File: config.mk
export PLATFORM = sky130hd
export DESIGN_NAME = cidr_network_validator
export DESIGN_NICKNAME = d
export VERILOG_FILES = /design/src/hw/rtl/cnv_pkg.sv /design/src/hw/rtl/cidr_network_validator.sv /design/src/hw/rtl/cnv_step.sv /design/src/hw/rtl/cnv_out.sv
export SDC_FILE = /design/constraint.sdc
export NUM_CORES = 1
export LEC_CHECK = 0
export BUFFER_PORTS_ARGS = -buffer_cell sky130_fd_sc_hd__buf_2
export CORE_AREA = 2 2 127 98
export CTS_CLUSTER_DIAMETER = 100
export DETAILED_ROUTE_END_ITERATION = 10
export DIE_AREA = 0 0 129 100
export PLACE_DENSITY = 0.61
export SLEW_MARGIN = 20
export SYNTH_ARGS = -nofsm -noshare
export SYNTH_HDL_FRONTEND = slang
export SYNTH_SLANG_ARGS = --single-unit
export TNS_END_PERCENT = 20
File: constraint.sdc
create_clock -name clk_i -period 4.42 [get_ports clk_i]
set_clock_uncertainty 0.1 [all_clocks]
set_input_delay 1.326 -clock clk_i [delete_from_list [all_inputs] [get_ports clk_i]]
set_output_delay 1.326 -clock clk_i [all_outputs]
set_load 0.02 [all_outputs]
File: src/hw/rtl/cnv_pkg.sv
// Package for the CIDR network validator: types, character codes and helpers.
package cnv_pkg;

  localparam logic [7:0] CH_SLASH = 8'h2F;
  localparam logic [7:0] CH_DOT   = 8'h2E;
  localparam logic [7:0] CH_COLON = 8'h3A;

  localparam logic [9:0] V4_OCTET_MAX  = 10'd255;
  localparam logic [2:0] V4_DIGITS_MAX = 3'd3;
  localparam logic [2:0] V4_COUNT_SAT  = 3'd7;
  localparam logic [2:0] V4_COUNT_LAST = 3'd3;
  localparam logic [2:0] V6_LEN_MAX    = 3'd4;
  localparam logic [3:0] V6_COUNT_SAT  = 4'd15;
  localparam logic [3:0] V6_FULL       = 4'd8;
  localparam logic [3:0] V6_SHORT_MAX  = 4'd7;
  localparam logic [7:0] PFX_RUN_MAX   = 8'd128;
  localparam logic [7:0] PFX_V4_MAX    = 8'd32;
  localparam logic [7:0] PFX_SAT       = 8'd255;

  // Parser state carried from one character to the next.
  typedef struct packed {
    logic       in_prefix;
    logic       address_seen;
    logic       saw_colon;
    logic       v4_ok;
    logic [2:0] v4_digit_count;
    logic [9:0] v4_octet_value;
    logic [2:0] v4_octet_count;
    logic       v6_ok;
    logic [2:0] v6_group_len;
    logic [3:0] v6_group_count;
    logic       v6_double_seen;
    logic       prev_colon;
    logic       v6_after_double;
    logic [7:0] prefix_value;
    logic       prefix_digits_seen;
    logic       prefix_ok;
  } cnv_state_t;

  localparam cnv_state_t STATE_RESET = '{
    in_prefix:          1'b0,
    address_seen:       1'b0,
    saw_colon:          1'b0,
    v4_ok:              1'b1,
    v4_digit_count:     3'd0,
    v4_octet_value:     10'd0,
    v4_octet_count:     3'd0,
    v6_ok:              1'b1,
    v6_group_len:       3'd0,
    v6_group_count:     4'd0,
    v6_double_seen:     1'b0,
    prev_colon:         1'b0,
    v6_after_double:    1'b0,
    prefix_value:       8'd0,
    prefix_digits_seen: 1'b0,
    prefix_ok:          1'b1
  };

  function automatic logic is_dec(input logic [7:0] c);
    return (c >= 8'h30) && (c <= 8'h39);
  endfunction

  function automatic logic is_hex(input logic [7:0] c);
    return is_dec(c) || ((c >= 8'h61) && (c <= 8'h66)) || ((c >= 8'h41) && (c <= 8'h46));
  endfunction

endpackage

File: src/hw/rtl/cidr_network_validator.sv
// Top level of the CIDR network validator: input register, parser state, result register.
//
//   channel | direction | handshake              | payload
//   --------+-----------+------------------------+--------------------------------
//   in      | sink      | in_valid_i / in_stall_o | ch_i[7:0], last_i, end_only_i
//   out     | source    | out_valid_o/out_stall_i | valid_res_o
//
// One character per cycle sustained while no string end is held back by a full result slot;
// the verdict for the transaction that carries last passes through the input register, which
// holds the character, and then the result register, which captures the verdict.
// Reset clears the valid flags and returns the parser state to its start values.
// A stalled output only backs up the input when the held character ends a string;
// other characters keep draining into the parser state.
module cidr_network_validator
  import cnv_pkg::*;
(
  input  logic       clk_i,
  input  logic       rst_ni,
  input  logic       in_valid_i,
  output logic       in_stall_o,
  input  logic [7:0] ch_i,
  input  logic       last_i,
  input  logic       end_only_i,
  output logic       out_valid_o,
  input  logic       out_stall_i,
  output logic       valid_res_o
);

  // Input register stage
  logic       s1_valid_q, s1_valid_d;
  logic [7:0] s1_ch_q;
  logic       s1_last_q;
  logic       s1_end_only_q;

  // Parser state
  cnv_state_t state_q, state_d, state_step;

  logic in_accept;
  logic s1_adv;
  logic out_ready;
  logic verdict;

  // Advance the held character unless it ends a string and the result slot is full.
  assign s1_adv     = s1_valid_q && (!s1_last_q || out_ready);
  assign in_stall_o = s1_valid_q && !s1_adv;
  assign in_accept  = in_valid_i && !in_stall_o;
  assign s1_valid_d = in_accept ? 1'b1 : (s1_valid_q && !s1_adv);

  always_ff @(posedge clk_i or negedge rst_ni) begin
    if (!rst_ni) begin
      s1_valid_q <= 1'b0;
    end else begin
      s1_valid_q <= s1_valid_d;
    end
  end

  always_ff @(posedge clk_i) begin
    if (in_accept) begin
      s1_ch_q       <= ch_i;
      s1_last_q     <= last_i;
      s1_end_only_q <= end_only_i;
    end
  end

  cnv_step u_step (
    .state_i    (state_q),
    .ch_i       (s1_ch_q),
    .end_only_i (s1_end_only_q),
    .state_o    (state_step),
    .verdict_o  (verdict)
  );

  // Hold the state unless a character advances; restart after each verdict.
  always_comb begin
    state_d = state_q;
    if (s1_adv) begin
      state_d = s1_last_q ? STATE_RESET : state_step;
    end
  end

  always_ff @(posedge clk_i or negedge rst_ni) begin
    if (!rst_ni) begin
      state_q <= STATE_RESET;
    end else begin
      state_q <= state_d;
    end
  end

  cnv_out u_out (
    .clk_i       (clk_i),
    .rst_ni      (rst_ni),
    .load_i      (s1_adv && s1_last_q),
    .verdict_i   (verdict),
    .ready_o     (out_ready),
    .out_valid_o (out_valid_o),
    .out_stall_i (out_stall_i),
    .valid_res_o (valid_res_o)
  );

  // A string end that advances always leaves a verdict waiting.
  a_end_gives_result: assert property (@(posedge clk_i) disable iff (!rst_ni)
    (s1_adv && s1_last_q) |=> out_valid_o)
    else $error("string end did not produce a result");

  // The parser restarts from its start values after every verdict.
  a_state_restart: assert property (@(posedge clk_i) disable iff (!rst_ni)
    (s1_adv && s1_last_q) |=> (state_q == STATE_RESET))
    else $error("parser state not restarted after verdict");

  // Backpressure only comes from a held string end facing a full result slot.
  a_stall_cause: assert property (@(posedge clk_i) disable iff (!rst_ni)
    in_stall_o |-> (s1_valid_q && s1_last_q && out_valid_o && out_stall_i))
    else $error("input stalled without a blocked string end");

endmodule

File: src/hw/rtl/cnv_step.sv
// Per-character state update and end-of-string verdict for the validator.
module cnv_step
  import cnv_pkg::*;
(
  input  cnv_state_t state_i,
  input  logic [7:0] ch_i,
  input  logic       end_only_i,
  output cnv_state_t state_o,
  output logic       verdict_o
);

  cnv_state_t  n;
  logic [3:0]  digit;
  logic [11:0] pfx_t;
  logic [3:0]  groups;
  logic        g_ok;
  logic        v4_fin_ok;
  logic        ok;

  assign digit = ch_i[3:0] - 4'd0;  // low nibble of '0'..'9'
  assign pfx_t = 12'(state_i.prefix_value) * 12'd10 + 12'(digit);

  always_comb begin
    n = state_i;
    if (!end_only_i) begin
      if (state_i.in_prefix) begin
        if (!is_dec(ch_i)) begin
          n.prefix_ok = 1'b0;
        end else begin
          n.prefix_digits_seen = 1'b1;
          if (pfx_t > 12'(PFX_RUN_MAX)) n.prefix_ok = 1'b0;
          n.prefix_value = (pfx_t > 12'(PFX_SAT)) ? PFX_SAT : pfx_t[7:0];
        end
      end else if (ch_i == CH_SLASH) begin
        n.in_prefix = 1'b1;
      end else begin
        n.address_seen = 1'b1;
        // IPv4 side
        if (is_dec(ch_i)) begin
          if (state_i.v4_digit_count >= V4_DIGITS_MAX) begin
            n.v4_ok = 1'b0;
          end else begin
            n.v4_digit_count = state_i.v4_digit_count + 3'd1;
            n.v4_octet_value = state_i.v4_octet_value * 10'd10 + 10'(digit);
          end
        end else if (ch_i == CH_DOT) begin
          if (state_i.v4_digit_count == 3'd0 || state_i.v4_octet_value > V4_OCTET_MAX)
            n.v4_ok = 1'b0;
          if (state_i.v4_octet_count < V4_COUNT_SAT)
            n.v4_octet_count = state_i.v4_octet_count + 3'd1;
          n.v4_digit_count = 3'd0;
          n.v4_octet_value = 10'd0;
        end else begin
          n.v4_ok = 1'b0;
        end
        // IPv6 side
        if (ch_i == CH_COLON) begin
          n.saw_colon = 1'b1;
          if (state_i.prev_colon) begin
            if (state_i.v6_double_seen) n.v6_ok = 1'b0;
            n.v6_double_seen  = 1'b1;
            n.v6_after_double = 1'b1;
          end else begin
            if (state_i.v6_group_len != 3'd0 && state_i.v6_group_count < V6_COUNT_SAT)
              n.v6_group_count = state_i.v6_group_count + 4'd1;
            n.v6_group_len    = 3'd0;
            n.v6_after_double = 1'b0;
          end
          n.prev_colon = 1'b1;
        end else if (is_hex(ch_i)) begin
          // single leading colon
          if (state_i.prev_colon && !state_i.v6_double_seen && state_i.v6_group_count == 4'd0)
            n.v6_ok = 1'b0;
          if (state_i.v6_group_len >= V6_LEN_MAX) n.v6_ok = 1'b0;
          else n.v6_group_len = state_i.v6_group_len + 3'd1;
          n.prev_colon      = 1'b0;
          n.v6_after_double = 1'b0;
        end else begin
          n.v6_ok           = 1'b0;
          n.prev_colon      = 1'b0;
          n.v6_after_double = 1'b0;
        end
      end
    end
  end

  // Verdict on the updated state; only used when the character ends the string.
  always_comb begin
    ok = n.address_seen;
    if (n.in_prefix) begin
      if (!n.prefix_digits_seen || !n.prefix_ok) ok = 1'b0;
      if (!n.saw_colon && n.prefix_value > PFX_V4_MAX) ok = 1'b0;
    end
    groups = n.v6_group_count;
    if (n.v6_group_len != 3'd0 && groups < V6_COUNT_SAT) groups = groups + 4'd1;
    g_ok = n.v6_ok;
    if (n.prev_colon && !n.v6_after_double) g_ok = 1'b0;  // single trailing colon
    if (n.v6_double_seen) begin
      if (groups > V6_SHORT_MAX) g_ok = 1'b0;
    end else begin
      if (groups != V6_FULL) g_ok = 1'b0;
    end
    v4_fin_ok = n.v4_ok && (n.v4_digit_count != 3'd0) && (n.v4_octet_value <= V4_OCTET_MAX)
                && (n.v4_octet_count == V4_COUNT_LAST);
    verdict_o = n.saw_colon ? (ok && g_ok) : (ok && v4_fin_ok);
  end

  assign state_o = n;

endmodule

File: src/hw/rtl/cnv_out.sv
// Result register holding one verdict until the consumer takes it.
module cnv_out
  import cnv_pkg::*;
(
  input  logic clk_i,
  input  logic rst_ni,
  input  logic load_i,
  input  logic verdict_i,
  output logic ready_o,
  output logic out_valid_o,
  input  logic out_stall_i,
  output logic valid_res_o
);

  logic out_valid_q, out_valid_d;
  logic res_q;

  assign ready_o     = !out_valid_q || !out_stall_i;
  assign out_valid_d = load_i ? 1'b1 : (out_valid_q && out_stall_i);

  always_ff @(posedge clk_i or negedge rst_ni) begin
    if (!rst_ni) begin
      out_valid_q <= 1'b0;
    end else begin
      out_valid_q <= out_valid_d;
    end
  end

  always_ff @(posedge clk_i) begin
    if (load_i) begin
      res_q <= verdict_i;
    end
  end

  assign out_valid_o = out_valid_q;
  assign valid_res_o = res_q;

endmodule
### Word-level counts from Yosys, hierarchy flattened

Cells that the tools add are included.

| storage, ports and cells | value |
|---|---|
| flip-flop bits (word level) | 54 |
| output and inout port bits | 3 |

| operators by class | value |
|---|---|
| $add $sub $neg | 7 |
| multipliers | 2 |
| $lt $le $gt $ge | 17 |
| equal/unequal tests | 5 |
| muxes and demuxes | 44 |
| reduce and logical (&&, ||, !) cells | 40 |

Operators by type and width:

| kind | count |
|---|---|
| $mux 41 | 2 |
| $mux 31 | 1 |
| $mux 30 | 1 |
| $eq 8x6->1 const B | 3 |
| $gt 12x8->1 const B | 2 |
| $mux 1 | 24 |
| $logic_and 1x1->1 | 19 |
| $ge 8x7->1 const B | 2 |
| $le 8x7->1 const B | 2 |
| $mux 16 | 1 |
| $mux 14 | 1 |
| $mux 13 | 1 |
| $add 12x4->12 | 1 |
| $mux 3 | 4 |
| $mux 4 | 3 |
| $mul 8x3->11 const B | 1 |
| $add 10x4->10 | 1 |
| $gt 10x8->1 const B | 1 |
| $le 10x8->1 const B | 1 |
| $logic_not 1->1 | 10 |
| $mul 10x3->9 const B | 1 |
| $mux 10 | 1 |
| $add 3x1->3 const B | 3 |
| $mux 9 | 1 |
| other kinds (19) | 28 |

### Depth between registers and ports, before layout

| depth | value |
|---|---|
| depth in word-level cells | 18 |
| depth in mapped cells | 14 |
| depth with buffers taken out | 14 |

### Modules after synthesis

From an unflattened synthesis, not the netlist that was laid out.

| unflattened totals | value |
|---|---|
| cells, all modules | 445 |
| area, all modules | 4140.2 um^2 |

Modules (own cells, without submodules):

| module | times used | cells each | area each (um^2) |
|---|---|---|---|
| cnv_step | 1 | 329 | 2245.9 |
| cidr_network_validator | 1 | 112 | 1828.0 |
| cnv_out | 1 | 4 | 66.3 |

### Worst setup path after synthesis

Ideal clock, no wire load.

| timing | value |
|---|---|
| path kind | reg2reg |
| start point | register state_q[13] (netlist bit) |
| end point | register u_out.res_q, in the netlist u_out.valid_res_o (data pin) |
| library setup time | 130 ps |
| arrival time | 3156 ps |
| data required time | 4190 ps |
| path slack | 1034 ps |
| cell stages (with the launch flop) | 14 |
| buffers on the path | 0 |
| clock period less this slack | 3386 ps |
| cell sequence | dfrtp_1 ha_1 and3_4 or4_4 nor2_4 mux2i_1 inv_1 ha_1 xnor2_1 or3_1 a21oi_1 mux2i_1 nor4b_1 o21a_1 |

| on the way | value |
|---|---|
| cells in the longest elaborated chain, start to end | 16 |
| elaborated cells between the ends (all ways) | 27 |
| classes of those cells | add/sub: 2; order compare: 3; eq/ne: 1; mux: 16; reduce/logical: 5 |

RTL lines:

| element | line | RTL |
|---|---|---|
| start, declared | cidr_network_validator.sv:36 | `cnv_state_t state_q, state_d, state_step;` |
| start signal, assigned | cidr_network_validator.sv:85 | `state_q <= state_d;` |
| $lt 4x4->1 | cnv_step.sv:64 | `if (state_i.v6_group_len != 3'd0 && state_i.v6_group_count < V6_COUNT_SAT)` |
| $logic_and 1x1->1 | cnv_step.sv:64 |  |
| $mux 4 | cnv_step.sv:64 |  |
| $mux 7 | cnv_step.sv:59 | `if (state_i.prev_colon) begin` |
| $mux 5 | cnv_step.sv:57 | `if (ch_i == CH_COLON) begin` |
| $mux 30 | cnv_step.sv:34 | `end else if (ch_i == CH_SLASH) begin` |
| $mux 31 | cnv_step.sv:26 | `if (state_i.in_prefix) begin` |
| $mux 41 * | cnv_step.sv:25 | `if (!end_only_i) begin` |
| $lt 4x4->1 | cnv_step.sv:95 | `if (n.v6_group_len != 3'd0 && groups < V6_COUNT_SAT) groups = groups + 4'd1;` |
| $logic_and 1x1->1 | cnv_step.sv:95 |  |
| $mux 4 | cnv_step.sv:95 |  |
| $gt 4x3->1 / $ne 4x4->1 (equally long branches) | cnv_step.sv:99, cnv_step.sv:101 |  |
| $mux 1 (on tied branches) | cnv_step.sv:99, cnv_step.sv:101 |  |
| $mux 1 * | cnv_step.sv:98 | `if (n.v6_double_seen) begin` |
| $logic_and 1x1->1 * | cnv_step.sv:105 | `verdict_o = n.saw_colon ? (ok && g_ok) : (ok && v4_fin_ok);` |
| $mux 1 * | cnv_step.sv:105 |  |
| named net u_out.verdict_i | cnv_out.sv:8 | `input logic verdict_i,` |
| end signal, assigned | cnv_out.sv:31 | `res_q <= verdict_i;` |
| end, declared | cnv_out.sv:16 | `logic res_q;` |

The timed path passes the listed nets; every way through them passes the cells marked *.
A chain may end at the register's enable or synchronous reset.

### Worst setup path in the final report

Ends and elaborated chain as after synthesis.

==> impl_results.md <==
- Initial core utilization: 33.9%
- CP max stage delay: 520 ps
- CP Class: flip-flop to flip-flop
- FF+latch count, synth: 54
- Cell taking the most area after synthesis: dfrtp_1
- CP Launch Type: flip-flop
- Fillers: 1171
- Crit path max fanout: 8
- Inst Count DP: 608
- PostCTS Resize Cnt: 0
- Final WS setup: 568 ps
- CTS Hold Buffers Added: 0
- Distinct cells, synth: 67
- Final Cell Area: 4420 sq um
- Tot GR Track Use: 15.9%
- Clk_lat worst skew: 300 ps
- Total gr overflow: 0
- Largest net degree at the start of global routing: 44
- Core region area: 11900 sq um
- Antenna violations before repair: 0
- Seq/Total Area, Yosys: 35.0%
- Setup-failing EPs final: 0
- Total CTS buffers: 5
- # rows: 35
- Number of synthesized flops with an enable pin: 11
- Synthesized area: 4030 sq um
- GP Congestion: 0.868
- Routed vias: 3345
- Mean Syn Cell Area: 9.22 sq um
- Die ar.: 12900 sq um
- Final ANT Viol Nets: 0
- Vias in the first global route: 3260
- Post-DR vias/cell: 5.43
- Synthesis-to-layout area growth: 9.78%
- Antenna fix cells: 0
- Cells after Synth: 437
- Syn nets: 492
- Crit path arrival time: 3910 ps
- Kind of end point of the critical path: flip-flop
- Root buffer cell: clkbuf_16
- DRC viols: 0
- Async SR Flop Fraction: 79.6%
- Peak VDD IR: 0.175 mV
- RSZ-0062 raised after global routing: false
- Die H: 100 um
- Hold Crit Class: flip-flop to flip-flop
- Total power: 1.08 mW
- Slowest stage cell on the critical path: or4_4
- Final-report hold violation count: 0
- Fin util: 37.3%
- TritonCTS Sinks: 54
- CTS tree: built
- Initial DRT Pass Iterations: 5
- Area post-placement: 4270 sq um
- Slew HR: 48.0%
- Power density over cell area: 243 nW/um^2
- Most frequent cells in the layout: 49 x nand2_1, 40 x dfrtp_1, 37 x ha_1, 34 x o21ai_0, 31 x nor2_1
- Clock transition at path regs: 80 ps
- Synth Warn #: 0
- Worst slew pin tran: 780 ps
- Hpwl dp: 7080 um
- Post-route insts no fill: 616
- Worst EP required: 4480 ps
- # IOs: 17
- Max cap viols: 0
- Tcrit/Tclk final: 87.1%
- Setup slack at placement: 688 ps
- Synth area leaders: dfrtp_1 25%, ha_1 11%, edfxtp_1 8.2%
- Leak Pwr: 1.92 nW
- R2R Setup Slk: 570 ps
- Critical Path, Cell by Cell: ha_1, and3_4, or4_4, nor2_4, mux2i_1, inv_1, ha_1, xnor2_1, or3_1, a21oi_1, mux2i_1, nor4b_1, o21a_1
- Min Tclk post-route: 3850 ps
- Max-slew violations: 0
- Fmax: 260 MHz
- CP top delay family: simple AND/OR/NAND/NOR gates
- Post-CTS Setup Inserts: 0
- Share of cells above drive strength 1: 11.1%
- Commonest non-fill, non-tap cell in the layout: nand2_1
- Drt wl/cell: 15.4 um
- Critical path buffers and inverters: 1
- I/O Buffers: 16
- Ys flop type: dfrtp_1
- First-pass GRT wire length: 16500 um
- Die width: 129 um
- Status: finished, final reports clean
- Nets: 504
- H-tree levels: 2
- Synth top area share: 24.8%
- Initial DRC Count: 192
- Setup TNS Final: 0 ps
- Final hold slack: 377 ps
- Post-Route WL: 9520 um
- Clk buf depth: 2
## per-layer routing
metal	up-vias	global-route usage [%]	share of wire (%)
li1	1622	-	-
met1	1612	24.2	50
met2	105	24.6	43
met3	6	1.92	5.7
met4	0	2.93	0.71
met5	-	0	0
## worst register-to-register path: stages, from the launching register on
cell     delay [ps]
dfrtp_1         460
ha_1            280
and3_4          190
or4_4           520
nor2_4          170
mux2i_1         360
inv_1            90
ha_1            280
xnor2_1         160
or3_1           310
a21oi_1         160
mux2i_1         100
nor4b_1         370
o21a_1          170
## logic make-up after synthesis
kind of cell             synth area share (%)
adder cells (fa/ha/maj)                  13.5
XOR/XNOR                                 5.87
buffers and inverters                    4.10
AND/OR/NAND/NOR                          19.9
AO/OA/AOI/OAI                            20.7
multiplexers                            0.994
flip-flops                               35.0
## power breakdown
| group | total, mW | internal [mW] | switching, mW |
|---|---|---|---|
| combinational | 0.128 | 0.0471 | 0.0810 |
| sequential | 0.547 | 0.527 | 0.0201 |
| clock | 0.400 | 0.214 | 0.186 |
| total | 1.08 | 0.788 | 0.287 |
## state kept, by name (all words and copies together) (netlist names)
signal and cells:
s1_ch_q 8, u_out.out_valid_o 1, s1_last_q 1, u_out.valid_res_o 1, s1_valid_q 1, state_q 41
s1_end_only_q 1
## Yosys cell counts, types with 4 or more instances
master	number
nand4_1	6
and2_1	4
xnor2_1	21
a21o_1	13
nor2_1	31
or2_2	4
xor2_1	6
edfxtp_1	11
mux2i_1	4
nand2_1	49
dfrtp_1	40
a22o_1	8
nor3b_1	4
clkbuf_1	12
ha_1	37
nor3_1	5
nand3_1	9
a21oi_1	23
o21ai_0	34
a32oi_1	5
nor4_1	4
o31ai_1	4
a31oi_1	4
inv_1	24
nor4b_1	5
fa_1	4
a211oi_1	4
## layout make-up
cell class / count / area (sq um) / area share (%)
Tap cell: 166 / 208 / 4.70
Clock buffer: 5 / 125 / 2.83
Multi-Input combinational cell: 344 / 2450 / 55.5
Sequential cell: 54 / 1410 / 31.9
Clock inverter: 3 / 23.8 / 0.537
Timing Repair Buffer: 20 / 113 / 2.55
Inverter: 24 / 90.1 / 2.04
## path summary, 6_finish.rpt
check	from	endpoint	cells after the start
min in group asynchronous	rst_ni	state_q[15]	1
setup / recovery	state_q[13]	u_out.valid_res_o	13
setup reg to reg	state_q[13]	u_out.valid_res_o	13
hold reg to reg	state_q[37]	state_q[37]	2
hold / removal	state_q[37]	state_q[37]	2
max in group asynchronous	rst_ni	state_q[0]	1
(Power assumes the default switching activity.)
